### config.mk
export PLATFORM = sky130hd
export DESIGN_NAME = fccl_cfg
export DESIGN_NICKNAME = d
export VERILOG_FILES = /design/src/fccl_pkg.sv /design/src/fccl_cfg.sv
export SDC_FILE = /design/constraint.sdc
export NUM_CORES = 1
export LEC_CHECK = 0
export ABC_AREA = 0
export CAP_MARGIN = 0
export CORE_AREA = 2 2 122 124
export DETAILED_ROUTE_END_ITERATION = 16
export DIE_AREA = 0 0 124 126
export DONT_BUFFER_PORTS = 1
export GPL_ROUTABILITY_DRIVEN = 0
export PLACE_DENSITY = 0.5
export SLEW_MARGIN = 20
export SYNTH_ARGS = -nofsm -noshare
export SYNTH_HDL_FRONTEND = slang
export SYNTH_SLANG_ARGS = --single-unit
### constraint.sdc
create_clock -name clk -period 10.28 [get_ports clk]
set_input_delay 2.056 -clock clk [delete_from_list [all_inputs] [get_ports clk]]
set_output_delay 2.056 -clock clk [all_outputs]
set_load 0.03 [all_outputs]
### src/fccl_pkg.sv
// shared constants, codes and types of the fat12 cluster chain lookup core
`timescale 1ns / 1ps
package fccl_pkg;

	localparam int TABLE_BYTES = 8192;
	localparam int ADDR_W      = $clog2(TABLE_BYTES);
	localparam int BANK_DEPTH  = TABLE_BYTES / 2;
	localparam int BANK_AW     = $clog2(BANK_DEPTH);
	localparam int BYTE_W      = 8;
	localparam int CLUSTER_W   = 12;
	localparam int LBA_W       = 32;
	localparam int BASE_W      = 18;
	localparam int SPC_W       = 8;
	localparam int PROD_W      = CLUSTER_W + SPC_W;
	localparam int CFG_IDX_W   = 3;
	localparam int CFG_DATA_W  = 16;
	localparam int IN_TDATA_W  = 40;
	localparam int OUT_TDATA_W = 48;

	localparam logic [CLUSTER_W-1:0] END_MARK = 12'hFF0;

	localparam logic [15:0] RESERVED_RST = 16'd1;
	localparam logic [7:0]  FAT_SIZE_RST = 8'd9;
	localparam logic [7:0]  FAT_COUNT_RST = 8'd2;
	localparam logic [15:0] ROOT_RST     = 16'd224;
	localparam logic [7:0]  SPC_RST      = 8'd1;

	typedef enum logic {
		CMD_WRITE  = 1'b0,
		CMD_LOOKUP = 1'b1
	} cmd_t;

	typedef enum logic [CFG_IDX_W-1:0] {
		REG_RESERVED  = 3'd0,
		REG_FAT_SIZE  = 3'd1,
		REG_FAT_COUNT = 3'd2,
		REG_ROOT      = 3'd3,
		REG_SPC       = 3'd4
	} cfg_reg_t;

	typedef struct packed {
		logic [BASE_W-1:0] base;
		logic [SPC_W-1:0]  spc;
	} geom_t;

endpackage

### src/fccl_cfg.sv
// geometry registers and the registered data area base sector
`timescale 1ns / 1ps
module fccl_cfg
	import fccl_pkg::*;
(
	input  logic                  clk,
	input  logic                  arst_n,
	input  logic                  cfg_valid,
	input  logic [CFG_IDX_W-1:0]  cfg_index,
	input  logic [CFG_DATA_W-1:0] cfg_data,
	output geom_t                 geom
);

	logic [15:0]       reserved_q;
	logic [7:0]        fat_size_q;
	logic [7:0]        fat_count_q;
	logic [15:0]       root_q;
	logic [SPC_W-1:0]  spc_q;
	logic [BASE_W-1:0] base_q;
	logic [15:0]       fat_area;
	logic [BASE_W-1:0] base_d;

	always_ff @(posedge clk or negedge arst_n) begin
		if (!arst_n) begin
			reserved_q  <= RESERVED_RST;
			fat_size_q  <= FAT_SIZE_RST;
			fat_count_q <= FAT_COUNT_RST;
			root_q      <= ROOT_RST;
			spc_q       <= SPC_RST;
		end else if (cfg_valid) begin
			unique case (cfg_reg_t'(cfg_index))
				REG_RESERVED:  reserved_q  <= cfg_data;
				REG_FAT_SIZE:  fat_size_q  <= cfg_data[7:0];
				REG_FAT_COUNT: fat_count_q <= cfg_data[7:0];
				REG_ROOT:      root_q      <= cfg_data;
				REG_SPC:       spc_q       <= cfg_data[SPC_W-1:0];
				default:       ;
			endcase
		end
	end

	// root directory sectors: entries * 32 / 512
	always_comb begin
		fat_area = fat_size_q * fat_count_q;
		base_d   = BASE_W'(reserved_q) + BASE_W'(1) + BASE_W'(fat_area)
			+ BASE_W'(root_q[15:4]);
	end

	always_ff @(posedge clk or negedge arst_n) begin
		if (!arst_n) begin
			base_q <= '0;
		end else begin
			base_q <= base_d;
		end
	end

	assign geom.base = base_q;
	assign geom.spc  = spc_q;

endmodule

# After elaboration in Yosys (flattened, before gate mapping)
# Index checks and enable logic that the tools add are counted.
[word_totals]
register_bits = 74
latchBits = 0
ramBits = 0
romBits = 0
output_inout_bits = 26
memories = 0
[classes]
addsub = 3
n_mul = 1
div = 0
n_lt_le_gt_ge = 0
n_eq_ne = 4
shift = 0
muxes = 0
n_bitwise = 0
n_reduce_logical = 6
[ops]
columns = ["cell", "count"]
rows = [
  ["adder 17 x 16 -> 18 bit", 1],
  ["adder 18 x 12 -> 18 bit", 1],
  ["adder 16 x 1 -> 17 bit, second input constant", 1],
  ["multiplier 8 x 8 -> 16 bit", 1],
  ["AND reduction 2 bit", 5],
  ["== test 3 x 2 -> 1 bit, second input constant", 2],
  ["== test 3 x 1 -> 1 bit, second input constant", 1],
  ["== test 3 bit, second input constant", 1],
  ["logical NOT 3 bit", 1],
]

# Depth between registers and ports, before layout
[depth]
ltp_word = 3
ltp_mapped = 18

# Worst setup path after synthesis
# OpenSTA, ideal clock, no wires.
[synth_timing]
path_kind = "flip-flop to flip-flop"
startpoint = "register fat_count_q[1]"
endpoint = "register base_q[15]"
setup_time_ps = 130
arrival_time_ps = 4442
required_ps = 10150
path_slack_ps = 5707
path_stages_with_launch = 19
path_buffers = 1
path_cell_list = "dfstp_2 > clkbuf_1 > nand2_1 > fa_1 > inv_1 > fa_1 > inv_1 > fa_1 > inv_1 > fa_1 > inv_1 > fa_1 > inv_1 > ha_1 > o211ai_1 > nor2_1 > o21ai_0 > o211ai_1 > xor2_1"
[synth_between]
elab_chain_len = 3
[synth_lines]
columns = ["item", "line", "rtl"]
rows = [
  ["start: declaration", "fccl_cfg.sv:16", "logic [7:0] fat_count_q;"],
  ["start signal: assignment", "fccl_cfg.sv:34", "REG_FAT_COUNT: fat_count_q <= cfg_data[7:0];"],
  ["multiplier 8 x 8 -> 16 bit", "fccl_cfg.sv:44", "fat_area = fat_size_q * fat_count_q;"],
  ["adder 17 x 16 -> 18 bit", "fccl_cfg.sv:45", "base_d = BASE_W'(reserved_q) + BASE_W'(1) + BASE_W'(fat_area)"],
  ["adder 18 x 12 -> 18 bit", "fccl_cfg.sv:46", "+ BASE_W'(root_q[15:4]);"],
  ["named net base_d[15]", "fccl_cfg.sv:21", "logic [BASE_W-1:0] base_d;"],
  ["end signal: assignment", "fccl_cfg.sv:53", "base_q <= base_d;"],
  ["end: declaration", "fccl_cfg.sv:19", "logic [BASE_W-1:0] base_q;"],
]
# The timed path passes the listed nets, and every way through them passes these cells.
# A chain may end at the register's enable or synchronous reset.

# Final worst setup path
[layout_timing]
startpoint = "register fat_count_q[1]"
endpoint = "register base_q[17]"
# The elaborated chain is that of the path after synthesis.

==> impl_metrics.json <==
{
  "finalCriticalPeriod_ps": 4900,
  "yosysWarnings": 0,
  "cp_data_required_time_ps": 10550,
  "post-route-drc-count": 0,
  "synth_commonest_cells": "inv_1, dfrtp_1, fa_1",
  "cts_setup_buffers": 0,
  "diodes": 0,
  "synth-edff-count": 0,
  "start_util_pct": 38.9,
  "portBuffers": 0,
  "ctsHoldBuffers": 0,
  "r2r_end": "base_q[17]",
  "yosysMostFrequentCell": "inv_1",
  "clock_latency_ps": 350,
  "synthesis.area_um2": 5570,
  "vias": 3533,
  "timing.rr.start": "fat_count_q[1]",
  "crit_arrival_ps": 5170,
  "synthArstFlopShare_pct": 100,
  "ys_ff_latch": 70,
  "endpoint_kind": "flip-flop",
  "fin_crit_sh_pct": 47.7,
  "yosys.area.top_type": "dfrtp_1",
  "reg2regPathDepth": 17,
  "hold_viol_final": 0,
  "dominantRegCellSynth": "dfrtp_1",
  "cts.sinks": 70,
  "grt_pass1_wl_um": 19900,
  "start_kind": "flip-flop",
  "grtUsageTotal_pct": 16.8,
  "grt_pass1_vias": 3934,
  "cts.repair.resized": 0,
  "place_hpwl_um": 9210,
  "finalClockSkew_ps": 10.7,
  "syn2layout_area_growth_pct": 8.89,
  "cts_max_level": 3,
  "setup_viol": 0,
  "cts_tree": "built",
  "nets": 661,
  "syn_inst": 526,
  "tns_ps": 0,
  "holdPathStages": 1,
  "worstMarginPinSlew_ps": 872,
  "root_buffer": "clkbuf_16",
  "die_h_um": 126,
  "drtPass1Iterations": 4,
  "critPathMaxFanout": 9,
  "drt-initial-drc-count": 99,
  "status": "finished, final reports clean",
  "placementRows": 44,
  "worstHoldStart": "root_q[9]",
  "die-area_um2": 15600,
  "via_per_inst": 4.92,
  "cts_buffer_depth": 2,
  "ant_nets": 0,
  "ys_seq_area_share_pct": 31.6,
  "die_x_um": 124,
  "antenna_found_initial": 0,
  "crit_type": "reg -> reg",
  "drv_cap": 0,
  "yosys.cell_types.count": 37,
  "fmax_ghz": 0.204,
  "synth_top_area_share_pct": 27.8,
  "syn_nets": 658,
  "rsz0062_at_grt": "false",
  "wl_um": 11700,
  "holdCritPathClass": "reg -> reg",
  "core_um2": 14300,
  "overflow": 0,
  "r2r_setup_slack_ps": 5380,
  "syn_avg_cell_area_um2": 10.6,
  "ios": 48,
  "cts_made_buffers": 9,
  "slew_viol_final": 0,
  "hold_path_end": "root_q[9]",
  "ys_top_cells_by_area": "dfrtp_1, fa_1, ha_1",
  "clk_pin_slew_ps": 60,
  "slew_headroom_pct": 41.6,
  "grt_max_degree": 71,
  "final_layout_size_suffix_gt1_share_pct": 13.7,
  "wl_per_cell_um": 16.3
}
==> kinds of logic (layout without fill, tap and decap cells) <==
family | Yosys count | in the layout | share of synthesized area [%]
simple gates | 110 | 110 | 10.6
buf+inv | 126 | 134 | 8.71
fa+ha+maj | 110 | 110 | 32.9
mux | 41 | 41 | 8.26
xor+xnor | 14 | 14 | 2.20
flops | 70 | 70 | 31.6
compound gates | 55 | 55 | 5.73
==> stage by stage <==
step | utilization [%] | hold WS, ps | instance area, um^2 | setup slack (ps) | cells
finish | 42.4 | 511 | 6070 | 5380 | 718
global route | 42.4 | 533 | 6070 | 5160 | 718
CTS | 42.4 | 513 | 6070 | 5340 | 718
detailed placement | 40.3 | 498 | 5760 | 5350 | 702
global placement | 40.3 | 489 | 5760 | 5400 | 702
floorplan | - | 473 | 5570 | 5710 | 526
==> registers in the layout, summed over array words and instances (netlist names) <==
register / flops
root_q: 12
fat_count_q: 8
reserved_q: 16
fat_size_q: 8
base_q: 18
spc_q: 8
==> worst max-delay path by stage <==
stage	from	to	slack, ps	cells past startpoint
final	fat_count_q[1]	base_q[17]	5380	17
after CTS	fat_count_q[1]	base_q[17]	5340	17
after floorplan	fat_count_q[1]	base_q[15]	5710	18
after global routing	fat_count_q[1]	base_q[17]	5160	17
after detailed placement	fat_count_q[1]	base_q[17]	5350	17
after global placement	fat_count_q[1]	base_q[17]	5400	17
==> critical path, stage by stage (launching register included) <==
cell and delay [ps]:
dfstp_2 640, nand2_1 90, fa_1 500, inv_1 50, fa_1 500, inv_1 60
fa_1 520, inv_1 50, fa_1 480, inv_1 50, fa_1 470, inv_1 40
ha_1 360, o211ai_1 150, nor3_1 260, nor2_1 140, o21ai_0 290, xor2_1 170
==> routing by layer <==
metal,routed length [um],part of all wire (%),vias to the layer above,track usage [%]
li1,-,-,1650,-
met2,5660,49,82,27.0
met5,0,0,-,0
met3,647,5.5,20,4.57
met1,5080,43,1781,21.5
met4,282,2.4,0,6.08
==> cell type report <==
class / count / area, um^2
clock buffers: 9 / 225
clock inverters: 7 / 78.8
fillers: 1430 / 8250
inverters: 117 / 439
multi-input cells: 330 / 3320
flip-flops and latches: 70 / 1760
well taps: 184 / 230
repair buffers: 1 / 7.51
==> cells in the final DEF (no fill, tap or decap), drive strengths merged, types with 6 or more instances in the layout <==
cell    instances
dfstp           8
nand2          50
ha             49
a21oi          16
mux2           40
clkbuf          9
xor2            8
dfrtp          62
fa             61
xnor2           6
inv           120
and2           38
nor2            7
o21ai          23
Power is not shown: default switching activity piles up to over one toggle a cycle in this logic, so the estimate is an artifact.
